$ cat config.mk
export PLATFORM = sky130hd
export DESIGN_NAME = yaw_offset_calibrator_core
export DESIGN_NICKNAME = d
export VERILOG_FILES = /design/src/sv/yoc_pkg.sv /design/src/sv/yaw_offset_calibrator_core.sv /design/src/sv/yoc_cordic.sv
export SDC_FILE = /design/constraint.sdc
export NUM_CORES = 2
export LEC_CHECK = 0
export BUFFER_PORTS_ARGS = -buffer_cell sky130_fd_sc_hd__buf_4
export CORE_UTILIZATION = 55
export CTS_BUF_LIST = sky130_fd_sc_hd__clkbuf_8
export DETAILED_ROUTE_END_ITERATION = 6
export PLACE_DENSITY_LB_ADDON = 0.25
export SETUP_SLACK_MARGIN = 0.4
export SLEW_MARGIN = 25
export SYNTH_ARGS = -nofsm -noshare
export SYNTH_HDL_FRONTEND = slang
export SYNTH_SLANG_ARGS = --single-unit
$ cat constraint.sdc
create_clock -name clock -period 14.3 [get_ports clock]
set_input_delay 2.145 -clock clock [delete_from_list [all_inputs] [get_ports clock]]
set_output_delay 2.145 -clock clock [all_outputs]
set_load 0.01 [all_outputs]
$ cat src/sv/yoc_pkg.sv
package yoc_pkg;

   localparam int ANGLE_BITS_DEFAULT = 16;
   localparam int ACCUM_BITS_DEFAULT = 32;

   localparam int CORDIC_STEPS = 24;
   localparam int STEP_BITS    = 5;
   localparam int Z_BITS       = 34;
   localparam int CNT_BITS     = 6;
   localparam int TICK_BITS    = 16;
   localparam int LIMIT_BITS   = 15;
   localparam int GYRO_BITS    = 20;
   localparam int CSR_INDEX_BITS = 3;
   localparam int CSR_DATA_BITS  = 16;

   localparam logic [CNT_BITS-1:0] CNT_MAX = '1;
   localparam logic [31:0] CORDIC_K0 = 32'd652032874;

   localparam logic [TICK_BITS-1:0]  TICK_PERIOD_RESET    = 16'd655;
   localparam logic [LIMIT_BITS-1:0] MISMATCH_LIMIT_RESET = 15'd182;
   localparam logic [LIMIT_BITS-1:0] STILL_LIMIT_RESET    = 15'd104;
   localparam logic [CNT_BITS-1:0]   PERSIST_COUNT_RESET  = 6'd10;
   localparam logic [CNT_BITS-1:0]   AVERAGE_COUNT_RESET  = 6'd20;

   typedef enum logic [CSR_INDEX_BITS-1:0] {
      REG_TICK_PERIOD    = 3'd0,
      REG_MISMATCH_LIMIT = 3'd1,
      REG_STILL_LIMIT    = 3'd2,
      REG_PERSIST_COUNT  = 3'd3,
      REG_AVERAGE_COUNT  = 3'd4
   } csr_index_type;

   typedef struct packed {
      logic start;
      logic vec_mode;
   } cordic_ctrl_type;

   function automatic logic [31:0] atan_entry(input logic [STEP_BITS-1:0] i);
      logic [31:0] r;
      case (i)
         5'd0:  r = 32'd536870912;
         5'd1:  r = 32'd316933406;
         5'd2:  r = 32'd167458907;
         5'd3:  r = 32'd85004756;
         5'd4:  r = 32'd42667331;
         5'd5:  r = 32'd21354465;
         5'd6:  r = 32'd10679838;
         5'd7:  r = 32'd5340245;
         5'd8:  r = 32'd2670163;
         5'd9:  r = 32'd1335087;
         5'd10: r = 32'd667544;
         5'd11: r = 32'd333772;
         5'd12: r = 32'd166886;
         5'd13: r = 32'd83443;
         5'd14: r = 32'd41721;
         5'd15: r = 32'd20860;
         5'd16: r = 32'd10430;
         5'd17: r = 32'd5215;
         5'd18: r = 32'd2607;
         5'd19: r = 32'd1303;
         5'd20: r = 32'd651;
         5'd21: r = 32'd325;
         5'd22: r = 32'd162;
         5'd23: r = 32'd81;
         default: r = 32'd0;
      endcase
      return r;
   endfunction

endpackage

$ cat src/sv/yaw_offset_calibrator_core.sv
// Yaw offset calibrator. One transaction per control tick: the block takes
// IMU yaw, vision yaw, a vision-valid flag and gyro rate and returns the IMU
// yaw corrected by the learned offset, together with the mismatch, still and
// offset-updated flags. A tick that needs no trigonometry passes S_EXT and
// S_QUAL to S_OUT; a tick that adds unit vectors to the sums or recomputes
// the offset also runs one shared 24-step CORDIC twice in between (sin/cos
// of both yaws, or atan2 of both sums).
// The input side stalls from accept until the result is loaded into the
// output register; a waiting result does not block the next accept.
module yaw_offset_calibrator_core #(
   parameter int ANGLE_BITS = yoc_pkg::ANGLE_BITS_DEFAULT,
   parameter int ACCUM_BITS = yoc_pkg::ACCUM_BITS_DEFAULT
) (
   input  logic                                  clock,
   input  logic                                  reset,
   input  logic                                  req_valid,
   output logic                                  req_stall,
   input  logic signed [ANGLE_BITS-1:0]          req_imu_yaw,
   input  logic signed [ANGLE_BITS-1:0]          req_vision_yaw,
   input  logic                                  req_vision_available,
   input  logic signed [yoc_pkg::GYRO_BITS-1:0]  req_gyro_rate,
   output logic                                  rsp_valid,
   input  logic                                  rsp_stall,
   output logic signed [ANGLE_BITS-1:0]          rsp_calibrated_yaw,
   output logic                                  rsp_mismatch_flag,
   output logic                                  rsp_still_flag,
   output logic                                  rsp_offset_updated,
   input  logic                                  csr_write,
   input  logic [yoc_pkg::CSR_INDEX_BITS-1:0]    csr_index,
   input  logic [yoc_pkg::CSR_DATA_BITS-1:0]     csr_data
);
   import yoc_pkg::*;

   localparam int DW = ACCUM_BITS + 10;
   localparam int PW = GYRO_BITS + TICK_BITS + 5;
   localparam int CW = ANGLE_BITS + LIMIT_BITS;
   localparam int A  = ANGLE_BITS;

   typedef enum logic [7:0] {
      S_IDLE    = 8'b0000_0001,
      S_EXT     = 8'b0000_0010,
      S_QUAL    = 8'b0000_0100,
      S_ROT_IMU = 8'b0000_1000,
      S_ROT_VIS = 8'b0001_0000,
      S_VEC_VIS = 8'b0010_0000,
      S_VEC_IMU = 8'b0100_0000,
      S_OUT     = 8'b1000_0000
   } state_type;

   state_type state_ff, state_in;

   logic [TICK_BITS-1:0]  tick_period_ff, tick_period_in;
   logic [LIMIT_BITS-1:0] mismatch_limit_ff, mismatch_limit_in;
   logic [LIMIT_BITS-1:0] still_limit_ff, still_limit_in;
   logic [CNT_BITS-1:0]   persist_count_ff, persist_count_in;
   logic [CNT_BITS-1:0]   average_count_ff, average_count_in;

   logic signed [A-1:0]          imu_ff, imu_in, vis_ff, vis_in;
   logic                         avail_ff, avail_in;
   logic signed [GYRO_BITS-1:0]  gyro_ff, gyro_in;
   logic signed [GYRO_BITS+TICK_BITS:0] prod_ff, prod_in;

   logic signed [A-1:0]          offset_ff, offset_in;
   logic signed [A-1:0]          last_vis_ff, last_vis_in;
   logic signed [A-1:0]          ref_ff, ref_in;
   logic [CNT_BITS-1:0]          rest_ff, rest_in;
   logic [CNT_BITS-1:0]          mis_cnt_ff, mis_cnt_in;
   logic [CNT_BITS-1:0]          still_cnt_ff, still_cnt_in;
   logic                         needed_ff, needed_in;
   logic                         slow_ff, slow_in;
   logic signed [ACCUM_BITS-1:0] sic_ff, sic_in, sis_ff, sis_in;
   logic signed [ACCUM_BITS-1:0] svc_ff, svc_in, svs_ff, svs_in;
   logic signed [ACCUM_BITS-1:0] ic_ff, ic_in, is_ff, is_in;
   logic [31:0]                  av_ff, av_in;
   logic                         zero_ff, zero_in;
   logic                         flip_ff, flip_in;
   logic                         upd_ff, upd_in;

   logic                         rsp_valid_ff, rsp_valid_in;
   logic signed [A-1:0]          rsp_yaw_ff, rsp_yaw_in;
   logic                         rsp_mis_ff, rsp_mis_in;
   logic                         rsp_still_ff, rsp_still_in;
   logic                         rsp_upd_ff, rsp_upd_in;

   cordic_ctrl_type              cordic_ctrl;
   logic signed [DW-1:0]         cx_start, cy_start, cx_result, cy_result;
   logic signed [Z_BITS-1:0]     cz_start, cz_result;
   logic                         cordic_done;

   // qualifier and prep signals
   logic signed [PW-1:0]         ext_sum;
   logic signed [A-1:0]          vis_eff, mis_err, still_err;
   logic [A-1:0]                 mis_abs, still_abs;
   logic                         mis_over, still_under;
   logic [CNT_BITS-1:0]          q_mis_cnt, q_still_cnt;
   logic                         q_needed, q_slow;
   logic signed [A-1:0]          q_ref;
   logic                         go;
   logic signed [A-1:0]          rot_ang;
   logic signed [31:0]           rot_z, rot_zf;
   logic                         rot_flip;
   logic signed [ACCUM_BITS-1:0] vec_cos, vec_sin;
   logic signed [DW-1:0]         vec_x, vec_y;
   logic                         vec_neg, vec_zero;
   logic signed [DW-1:0]         post_x, post_y;
   logic signed [ACCUM_BITS-1:0] unit_c, unit_s;
   logic [31:0]                  ai, diff;
   logic [32:0]                  diff_round;

   function automatic logic [CNT_BITS-1:0] inc_sat(input logic [CNT_BITS-1:0] c);
      return (c == CNT_MAX) ? CNT_MAX : c + 1'b1;
   endfunction

   function automatic logic signed [ACCUM_BITS-1:0] sat_add(
      input logic signed [ACCUM_BITS-1:0] a,
      input logic signed [ACCUM_BITS-1:0] b
   );
      logic signed [ACCUM_BITS:0] s;
      s = (ACCUM_BITS+1)'(a) + (ACCUM_BITS+1)'(b);
      if (s[ACCUM_BITS] != s[ACCUM_BITS-1])
         return s[ACCUM_BITS] ? {1'b1, {(ACCUM_BITS-1){1'b0}}}
                              : {1'b0, {(ACCUM_BITS-1){1'b1}}};
      return s[ACCUM_BITS-1:0];
   endfunction

   yoc_cordic #(
      .DATA_BITS(DW)
   ) u_cordic (
      .clock    (clock),
      .reset    (reset),
      .ctrl     (cordic_ctrl),
      .x_start  (cx_start),
      .y_start  (cy_start),
      .z_start  (cz_start),
      .done     (cordic_done),
      .x_result (cx_result),
      .y_result (cy_result),
      .z_result (cz_result)
   );

   // per-tick qualifier logic, used in S_QUAL
   always_comb begin
      ext_sum = PW'(prod_ff) + PW'(32768);
      vis_eff = (vis_ff == last_vis_ff) ? vis_ff + ext_sum[16 +: A] : vis_ff;

      mis_err  = vis_eff - imu_ff - offset_ff;
      mis_abs  = mis_err[A-1] ? A'(-mis_err) : A'(mis_err);
      mis_over = CW'(mis_abs) > CW'(mismatch_limit_ff);
      q_mis_cnt = mis_over ? inc_sat(mis_cnt_ff) : '0;
      q_needed  = mis_over ? needed_ff : 1'b0;
      if (q_mis_cnt > persist_count_ff) begin
         q_mis_cnt = '0;
         q_needed  = 1'b1;
      end

      still_err   = ref_ff - vis_eff;
      still_abs   = still_err[A-1] ? A'(-still_err) : A'(still_err);
      still_under = CW'(still_abs) < CW'(still_limit_ff);
      q_still_cnt = still_cnt_ff;
      q_ref       = ref_ff;
      q_slow      = slow_ff;
      // stillness qualifier only runs while a mismatch is reported
      if (q_needed) begin
         if (still_under) begin
            q_still_cnt = inc_sat(still_cnt_ff);
         end else begin
            q_still_cnt = '0;
            q_ref       = vis_eff;
            q_slow      = 1'b0;
         end
         if (q_still_cnt > persist_count_ff) begin
            q_still_cnt = '0;
            q_ref       = vis_eff;
            q_slow      = 1'b1;
         end
      end
      go = q_needed && q_slow && avail_ff;
   end

   // CORDIC operand prep and result post-processing
   always_comb begin
      rot_ang  = state_ff[2] ? imu_ff : last_vis_ff;
      rot_z    = $signed({rot_ang, {(32-A){1'b0}}});
      rot_flip = (rot_z > 32'sd1073741824) || (rot_z < -32'sd1073741824);
      rot_zf   = rot_flip ? (rot_z ^ 32'sh8000_0000) : rot_z;

      vec_cos  = state_ff[2] ? svc_ff : sic_ff;
      vec_sin  = state_ff[2] ? svs_ff : sis_ff;
      vec_neg  = vec_cos[ACCUM_BITS-1];
      vec_zero = (vec_cos == '0) && (vec_sin == '0);
      vec_x    = DW'(vec_cos) <<< 8;
      vec_y    = DW'(vec_sin) <<< 8;
      if (vec_neg) begin
         vec_x = -vec_x;
         vec_y = -vec_y;
      end

      post_x = (cx_result + DW'(32768)) >>> 16;
      post_y = (cy_result + DW'(32768)) >>> 16;
      if (flip_ff) begin
         post_x = -post_x;
         post_y = -post_y;
      end
      unit_c = ACCUM_BITS'(post_x);
      unit_s = ACCUM_BITS'(post_y);

      ai         = zero_ff ? 32'd0 : cz_result[31:0];
      diff       = av_ff - ai;
      diff_round = ({1'b0, diff} + (33'd1 << (31 - A))) >> (32 - A);
   end

   always_comb begin
      state_in          = state_ff;
      tick_period_in    = tick_period_ff;
      mismatch_limit_in = mismatch_limit_ff;
      still_limit_in    = still_limit_ff;
      persist_count_in  = persist_count_ff;
      average_count_in  = average_count_ff;
      imu_in   = imu_ff;
      vis_in   = vis_ff;
      avail_in = avail_ff;
      gyro_in  = gyro_ff;
      prod_in  = prod_ff;
      offset_in    = offset_ff;
      last_vis_in  = last_vis_ff;
      ref_in       = ref_ff;
      rest_in      = rest_ff;
      mis_cnt_in   = mis_cnt_ff;
      still_cnt_in = still_cnt_ff;
      needed_in    = needed_ff;
      slow_in      = slow_ff;
      sic_in = sic_ff;
      sis_in = sis_ff;
      svc_in = svc_ff;
      svs_in = svs_ff;
      ic_in  = ic_ff;
      is_in  = is_ff;
      av_in  = av_ff;
      zero_in = zero_ff;
      flip_in = flip_ff;
      upd_in  = upd_ff;
      cordic_ctrl = '0;
      cx_start = DW'($signed({1'b0, CORDIC_K0}));
      cy_start = '0;
      cz_start = Z_BITS'(rot_zf);
      rsp_valid_in = rsp_valid_ff && rsp_stall;
      rsp_yaw_in   = rsp_yaw_ff;
      rsp_mis_in   = rsp_mis_ff;
      rsp_still_in = rsp_still_ff;
      rsp_upd_in   = rsp_upd_ff;

      if (csr_write) begin
         case (csr_index)
            REG_TICK_PERIOD:    tick_period_in    = csr_data[TICK_BITS-1:0];
            REG_MISMATCH_LIMIT: mismatch_limit_in = csr_data[LIMIT_BITS-1:0];
            REG_STILL_LIMIT:    still_limit_in    = csr_data[LIMIT_BITS-1:0];
            REG_PERSIST_COUNT:  persist_count_in  = csr_data[CNT_BITS-1:0];
            REG_AVERAGE_COUNT:  average_count_in  = csr_data[CNT_BITS-1:0];
            default: ;
         endcase
      end

      case (state_ff)
         S_IDLE: begin
            if (req_valid) begin
               imu_in   = req_imu_yaw;
               vis_in   = req_vision_yaw;
               avail_in = req_vision_available;
               gyro_in  = req_gyro_rate;
               state_in = S_EXT;
            end
         end
         S_EXT: begin
            prod_in  = gyro_ff * $signed({1'b0, tick_period_ff});
            state_in = S_QUAL;
         end
         S_QUAL: begin
            last_vis_in  = vis_eff;
            mis_cnt_in   = q_mis_cnt;
            needed_in    = q_needed;
            still_cnt_in = q_still_cnt;
            ref_in       = q_ref;
            slow_in      = q_slow;
            upd_in       = 1'b0;
            if (go && (rest_ff > average_count_ff)) begin
               cordic_ctrl = '{start: 1'b1, vec_mode: 1'b1};
               cx_start = vec_x;
               cy_start = vec_y;
               cz_start = vec_neg ? Z_BITS'(33'h0_8000_0000) : '0;
               zero_in  = vec_zero;
               state_in = S_VEC_VIS;
            end else if (go) begin
               cordic_ctrl = '{start: 1'b1, vec_mode: 1'b0};
               flip_in  = rot_flip;
               state_in = S_ROT_IMU;
            end else begin
               rest_in  = '0;
               sic_in   = '0;
               sis_in   = '0;
               svc_in   = '0;
               svs_in   = '0;
               state_in = S_OUT;
            end
         end
         S_ROT_IMU: begin
            if (cordic_done) begin
               ic_in = unit_c;
               is_in = unit_s;
               cordic_ctrl = '{start: 1'b1, vec_mode: 1'b0};
               flip_in  = rot_flip;
               state_in = S_ROT_VIS;
            end
         end
         S_ROT_VIS: begin
            if (cordic_done) begin
               sic_in  = sat_add(sic_ff, ic_ff);
               sis_in  = sat_add(sis_ff, is_ff);
               svc_in  = sat_add(svc_ff, unit_c);
               svs_in  = sat_add(svs_ff, unit_s);
               rest_in = inc_sat(rest_ff);
               state_in = S_OUT;
            end
         end
         S_VEC_VIS: begin
            if (cordic_done) begin
               av_in = zero_ff ? 32'd0 : cz_result[31:0];
               cordic_ctrl = '{start: 1'b1, vec_mode: 1'b1};
               cx_start = vec_x;
               cy_start = vec_y;
               cz_start = vec_neg ? Z_BITS'(33'h0_8000_0000) : '0;
               zero_in  = vec_zero;
               state_in = S_VEC_IMU;
            end
         end
         S_VEC_IMU: begin
            if (cordic_done) begin
               offset_in = diff_round[A-1:0];
               rest_in   = '0;
               upd_in    = 1'b1;
               state_in  = S_OUT;
            end
         end
         S_OUT: begin
            if (!rsp_valid_ff || !rsp_stall) begin
               rsp_valid_in = 1'b1;
               rsp_yaw_in   = imu_ff + offset_ff;
               rsp_mis_in   = needed_ff;
               rsp_still_in = slow_ff;
               rsp_upd_in   = upd_ff;
               state_in     = S_IDLE;
            end
         end
         default: state_in = S_IDLE;
      endcase
   end

   always_ff @(posedge clock) begin
      if (reset) begin
         state_ff          <= S_IDLE;
         tick_period_ff    <= TICK_PERIOD_RESET;
         mismatch_limit_ff <= MISMATCH_LIMIT_RESET;
         still_limit_ff    <= STILL_LIMIT_RESET;
         persist_count_ff  <= PERSIST_COUNT_RESET;
         average_count_ff  <= AVERAGE_COUNT_RESET;
         offset_ff    <= '0;
         last_vis_ff  <= '0;
         ref_ff       <= '0;
         rest_ff      <= '0;
         mis_cnt_ff   <= '0;
         still_cnt_ff <= '0;
         needed_ff    <= 1'b0;
         slow_ff      <= 1'b0;
         sic_ff       <= '0;
         sis_ff       <= '0;
         svc_ff       <= '0;
         svs_ff       <= '0;
         rsp_valid_ff <= 1'b0;
      end else begin
         state_ff          <= state_in;
         tick_period_ff    <= tick_period_in;
         mismatch_limit_ff <= mismatch_limit_in;
         still_limit_ff    <= still_limit_in;
         persist_count_ff  <= persist_count_in;
         average_count_ff  <= average_count_in;
         offset_ff    <= offset_in;
         last_vis_ff  <= last_vis_in;
         ref_ff       <= ref_in;
         rest_ff      <= rest_in;
         mis_cnt_ff   <= mis_cnt_in;
         still_cnt_ff <= still_cnt_in;
         needed_ff    <= needed_in;
         slow_ff      <= slow_in;
         sic_ff       <= sic_in;
         sis_ff       <= sis_in;
         svc_ff       <= svc_in;
         svs_ff       <= svs_in;
         rsp_valid_ff <= rsp_valid_in;
      end
      imu_ff   <= imu_in;
      vis_ff   <= vis_in;
      avail_ff <= avail_in;
      gyro_ff  <= gyro_in;
      prod_ff  <= prod_in;
      ic_ff    <= ic_in;
      is_ff    <= is_in;
      av_ff    <= av_in;
      zero_ff  <= zero_in;
      flip_ff  <= flip_in;
      upd_ff   <= upd_in;
      rsp_yaw_ff   <= rsp_yaw_in;
      rsp_mis_ff   <= rsp_mis_in;
      rsp_still_ff <= rsp_still_in;
      rsp_upd_ff   <= rsp_upd_in;
   end

   assign req_stall          = (state_ff != S_IDLE);
   assign rsp_valid          = rsp_valid_ff;
   assign rsp_calibrated_yaw = rsp_yaw_ff;
   assign rsp_mismatch_flag  = rsp_mis_ff;
   assign rsp_still_flag     = rsp_still_ff;
   assign rsp_offset_updated = rsp_upd_ff;

endmodule

$ cat src/sv/yoc_cordic.sv
module yoc_cordic #(
   parameter int DATA_BITS = yoc_pkg::ACCUM_BITS_DEFAULT + 10
) (
   input  logic                              clock,
   input  logic                              reset,
   input  yoc_pkg::cordic_ctrl_type          ctrl,
   input  logic signed [DATA_BITS-1:0]       x_start,
   input  logic signed [DATA_BITS-1:0]       y_start,
   input  logic signed [yoc_pkg::Z_BITS-1:0] z_start,
   output logic                              done,
   output logic signed [DATA_BITS-1:0]       x_result,
   output logic signed [DATA_BITS-1:0]       y_result,
   output logic signed [yoc_pkg::Z_BITS-1:0] z_result
);
   import yoc_pkg::*;

   logic                        busy_ff, busy_in;
   logic                        done_ff, done_in;
   logic                        vec_ff, vec_in;
   logic [STEP_BITS-1:0]        step_ff, step_in;
   logic signed [DATA_BITS-1:0] x_ff, x_in, y_ff, y_in;
   logic signed [Z_BITS-1:0]    z_ff, z_in;
   logic signed [DATA_BITS-1:0] x_shift, y_shift;
   logic signed [Z_BITS-1:0]    angle;
   logic                        sigma;

   always_comb begin
      x_shift = x_ff >>> step_ff;
      y_shift = y_ff >>> step_ff;
      angle   = $signed(Z_BITS'(atan_entry(step_ff)));
      // rotation mode follows the residual angle, vectoring drives y to zero
      sigma   = vec_ff ? y_ff[DATA_BITS-1] : !z_ff[Z_BITS-1];

      busy_in = busy_ff;
      done_in = 1'b0;
      vec_in  = vec_ff;
      step_in = step_ff;
      x_in    = x_ff;
      y_in    = y_ff;
      z_in    = z_ff;
      if (ctrl.start) begin
         busy_in = 1'b1;
         vec_in  = ctrl.vec_mode;
         step_in = '0;
         x_in    = x_start;
         y_in    = y_start;
         z_in    = z_start;
      end else if (busy_ff) begin
         if (sigma) begin
            x_in = x_ff - y_shift;
            y_in = y_ff + x_shift;
            z_in = z_ff - angle;
         end else begin
            x_in = x_ff + y_shift;
            y_in = y_ff - x_shift;
            z_in = z_ff + angle;
         end
         if (step_ff == STEP_BITS'(CORDIC_STEPS - 1)) begin
            busy_in = 1'b0;
            done_in = 1'b1;
         end else begin
            step_in = step_ff + 1'b1;
         end
      end
   end

   always_ff @(posedge clock) begin
      if (reset) begin
         busy_ff <= 1'b0;
         done_ff <= 1'b0;
         step_ff <= '0;
         vec_ff  <= 1'b0;
      end else begin
         busy_ff <= busy_in;
         done_ff <= done_in;
         step_ff <= step_in;
         vec_ff  <= vec_in;
      end
      x_ff <= x_in;
      y_ff <= y_in;
      z_ff <= z_in;
   end

   assign done     = done_ff;
   assign x_result = x_ff;
   assign y_result = y_ff;
   assign z_result = z_ff;

endmodule

==> flow_summary.toml <==
[grt]
grt_max_degree = 81
overflow = 0
track_usage = 0.305
grt_pass1_wl_um = 285000
antenna_found_initial = 2
first_global_vias = 51662

[sta]
hold_slack_ns = 0.457
post-route-period-util = 0.864
worst_slack_ns = 1.94
setup_viol_count_final = 0
setup_tns_ns = 0
skew_ns = 0.0846
final-hold-violation-count = 0
fin_crit_ns = 12.36
slew_violations = 0
relSlewSlack = 0.280
fmax_mhz = 80.9
rsz0062_at_grt = "false"
tightest_slew_ns = 1.08

[die]
start_util = 0.558
io_pins = 98
num_rows = 123
die_h_um = 340
die_w_um = 340
die_area_um2 = 116000
core_um2 = 113000

[finish]
ff_latch_area_um2 = 15200
design_area_um2 = 67300
drive_above_1_share = 0.0797
syn_to_final_growth_pct = 6.88
final_util = 0.596
multiInputGateArea_um2 = 44500
final_cell_mix = "nand2_1, inv_1, nor2_1"
nets = 8164
fill_cells = 9953
final_common_cell = "nand2_1"
final-instance-count-excl-fill = 8855

[clock_network]
cts_buffers = 109
cts-root-buf = "clkbuf_8"
cts_tree = "done"
clk_pin_slew_ns = 0.07
cts_setup_buffers = 0
cts_resized = 0
cts_buffer_depth = 3
cts_hold_buf = 0
numClockSinks = 607
clk_latency_ns = 0.85
htree_levels = 3

[synthesis]
synth-main-ff-cell = "edfxtp_1"
synth_warnings = 0
yosysTopAreaCell = "edfxtp_1"
ys_types = 105
yosysSeqAreaShare = 0.242
yosys-top-cells-area = "edfxtp_1, ha_1, fa_1"
synth_seq_cells = 607
netlist.area_leader.share = 0.146
synth-async-reset-ratio = 0
synth_nets = 8210
netlist_area_um2 = 63000
synth_cells = 7300
synth_edf_count = 306
syn_area_per_cell_um2 = 8.63

[pwr]
p_leak_nw = 28.0
vdd_ir_drop_max_mv = 0.219
power_mw = 7.84
power_density_nw_per_um2 = 116

[setup_path]
r2r_end = "u_cordic.angle[0]"
critPathCaptureType = "register"
required_ns = 14.98
r2r_setup_slack_ns = 1.94
startpoint_type = "register"
reg2reg_depth = 53
crit_fanout = 21
critPathSlowestCell = "xor2_1"
worst-setup-path-type = "register to register"
max_stage_delay_ns = 0.54
reg2reg_from = "prod_ff[15]"
cp_data_arrival_time_ns = 13.03

[min_path]
min_path_type = "register to register"
min-delay-start = "still_limit_ff[2]"
hold_depth = 2
whs_endpoint = "still_limit_ff[2]"

[status]
status = "finished clean"

[run]
drv_cap = 0

[detailed_routing]
wl_um = 179000
avgRoutedWirePerCell_um = 20.2
vias_per_cell = 6.10
drt_iter0_markers = 5170
drc = 0
dr.pass1.iters = 6
vias = 53998
antenna_left = 0

[place]
dpl_cell_area_um2 = 64900
dp_cells = 8643
place.gp.congestion = 0.960
hpwl_um = 137000
dp_slack_ns = 2.21
portBuffers = 97
## synthesized netlist by cell type, drive strengths merged (42+ instances only)
cell    count
a211oi     79
a21o      139
a21oi     448
a31oi      68
and2      167
and3       72
buf        91
clkbuf    220
dfxtp     301
edfxtp    306
fa        306
ha        527
inv       579
mux2       56
mux2i     160
mux4      103
nand2     822
nand2b    105
nand3     130
nand4      42
nor2      586
nor2b      63
nor3      146
o211ai     46
o21a       87
o21ai     470
o21bai     48
o22ai      56
xnor2     367
xor2      253
## cells by family (layout without fill, tap and decap cells)
kind of cell,after synthesis,in the layout,share of synthesized area
buffers and inverters,891,942,0.0552
other,0,4,0
flip-flops,607,607,0.242
XOR/XNOR,621,621,0.0866
AND/OR/NAND/NOR,2339,2339,0.175
multiplexers,319,319,0.0723
AO/OA/AOI/OAI,1690,1690,0.167
adder cells (fa/ha/maj),833,833,0.202
## flip-flops by register name, indices dropped and copies added (netlist names), 17 cells and up
signal / count
u_cordic.x_result: 42
gyro_ff: 20
prod_ff: 17
sic_ff: 32
sis_ff: 32
is_ff: 32
av_ff: 32
u_cordic.z_result: 34
ic_ff: 32
svc_ff: 32
u_cordic.y_result: 42
svs_ff: 32
u_cordic.angle: 30
## area by class of cell
cell class,count,share of cell area
flip-flops and latches,607,0.226
repair buffers,154,0.0172
diodes,4,0.000149
multi-input cells,5802,0.661
clock inverters,85,0.0106
well taps,1500,0.0279
clock buffers,123,0.0251
inverters,580,0.0323
## worst max-delay path, delay by kind of cell (launching register included)
kind / cells / cell delay (ns)
compound gates: 31 / 6.13
xor+xnor: 2 / 0.69
fa+ha+maj: 8 / 2.96
buf+inv: 4 / 0.62
flops: 1 / 0.45
mux: 1 / 0.43
simple gates: 7 / 0.93
## per-layer routing
metal	global-route usage	routed length (µm)	part of all wire
met4	0.0849	4870	0.027
met5	0	0	0
met2	0.467	78500	0.44
met1	0.448	81300	0.45
met3	0.0442	14200	0.079
## worst max-delay path by stage
| stage | startpoint | to | slack, ns | depth (start not counted) |
|---|---|---|---|---|
| after floorplan | prod_ff[15] | u_cordic.x_result[0] | 2.08 | 47 |
| after global placement | prod_ff[15] | u_cordic.angle[0] | 2.19 | 53 |
| after detailed placement | prod_ff[15] | u_cordic.angle[0] | 2.21 | 53 |
| after CTS | prod_ff[15] | u_cordic.angle[0] | 2.10 | 53 |
| after global routing | prod_ff[15] | u_cordic.angle[0] | 0.92 | 54 |
| final | prod_ff[15] | u_cordic.angle[0] | 1.94 | 53 |
## where the power goes
group | total [mW] | switching (mW) | leakage (nW) | internal, mW
combinational | 3.86 | 2.30 | 21.5 | 1.57
clock | 1.84 | 0.837 | 1.33 | 0.999
sequential | 2.14 | 0.114 | 5.21 | 2.02
Note: power is estimated with default switching activity, not from simulation.
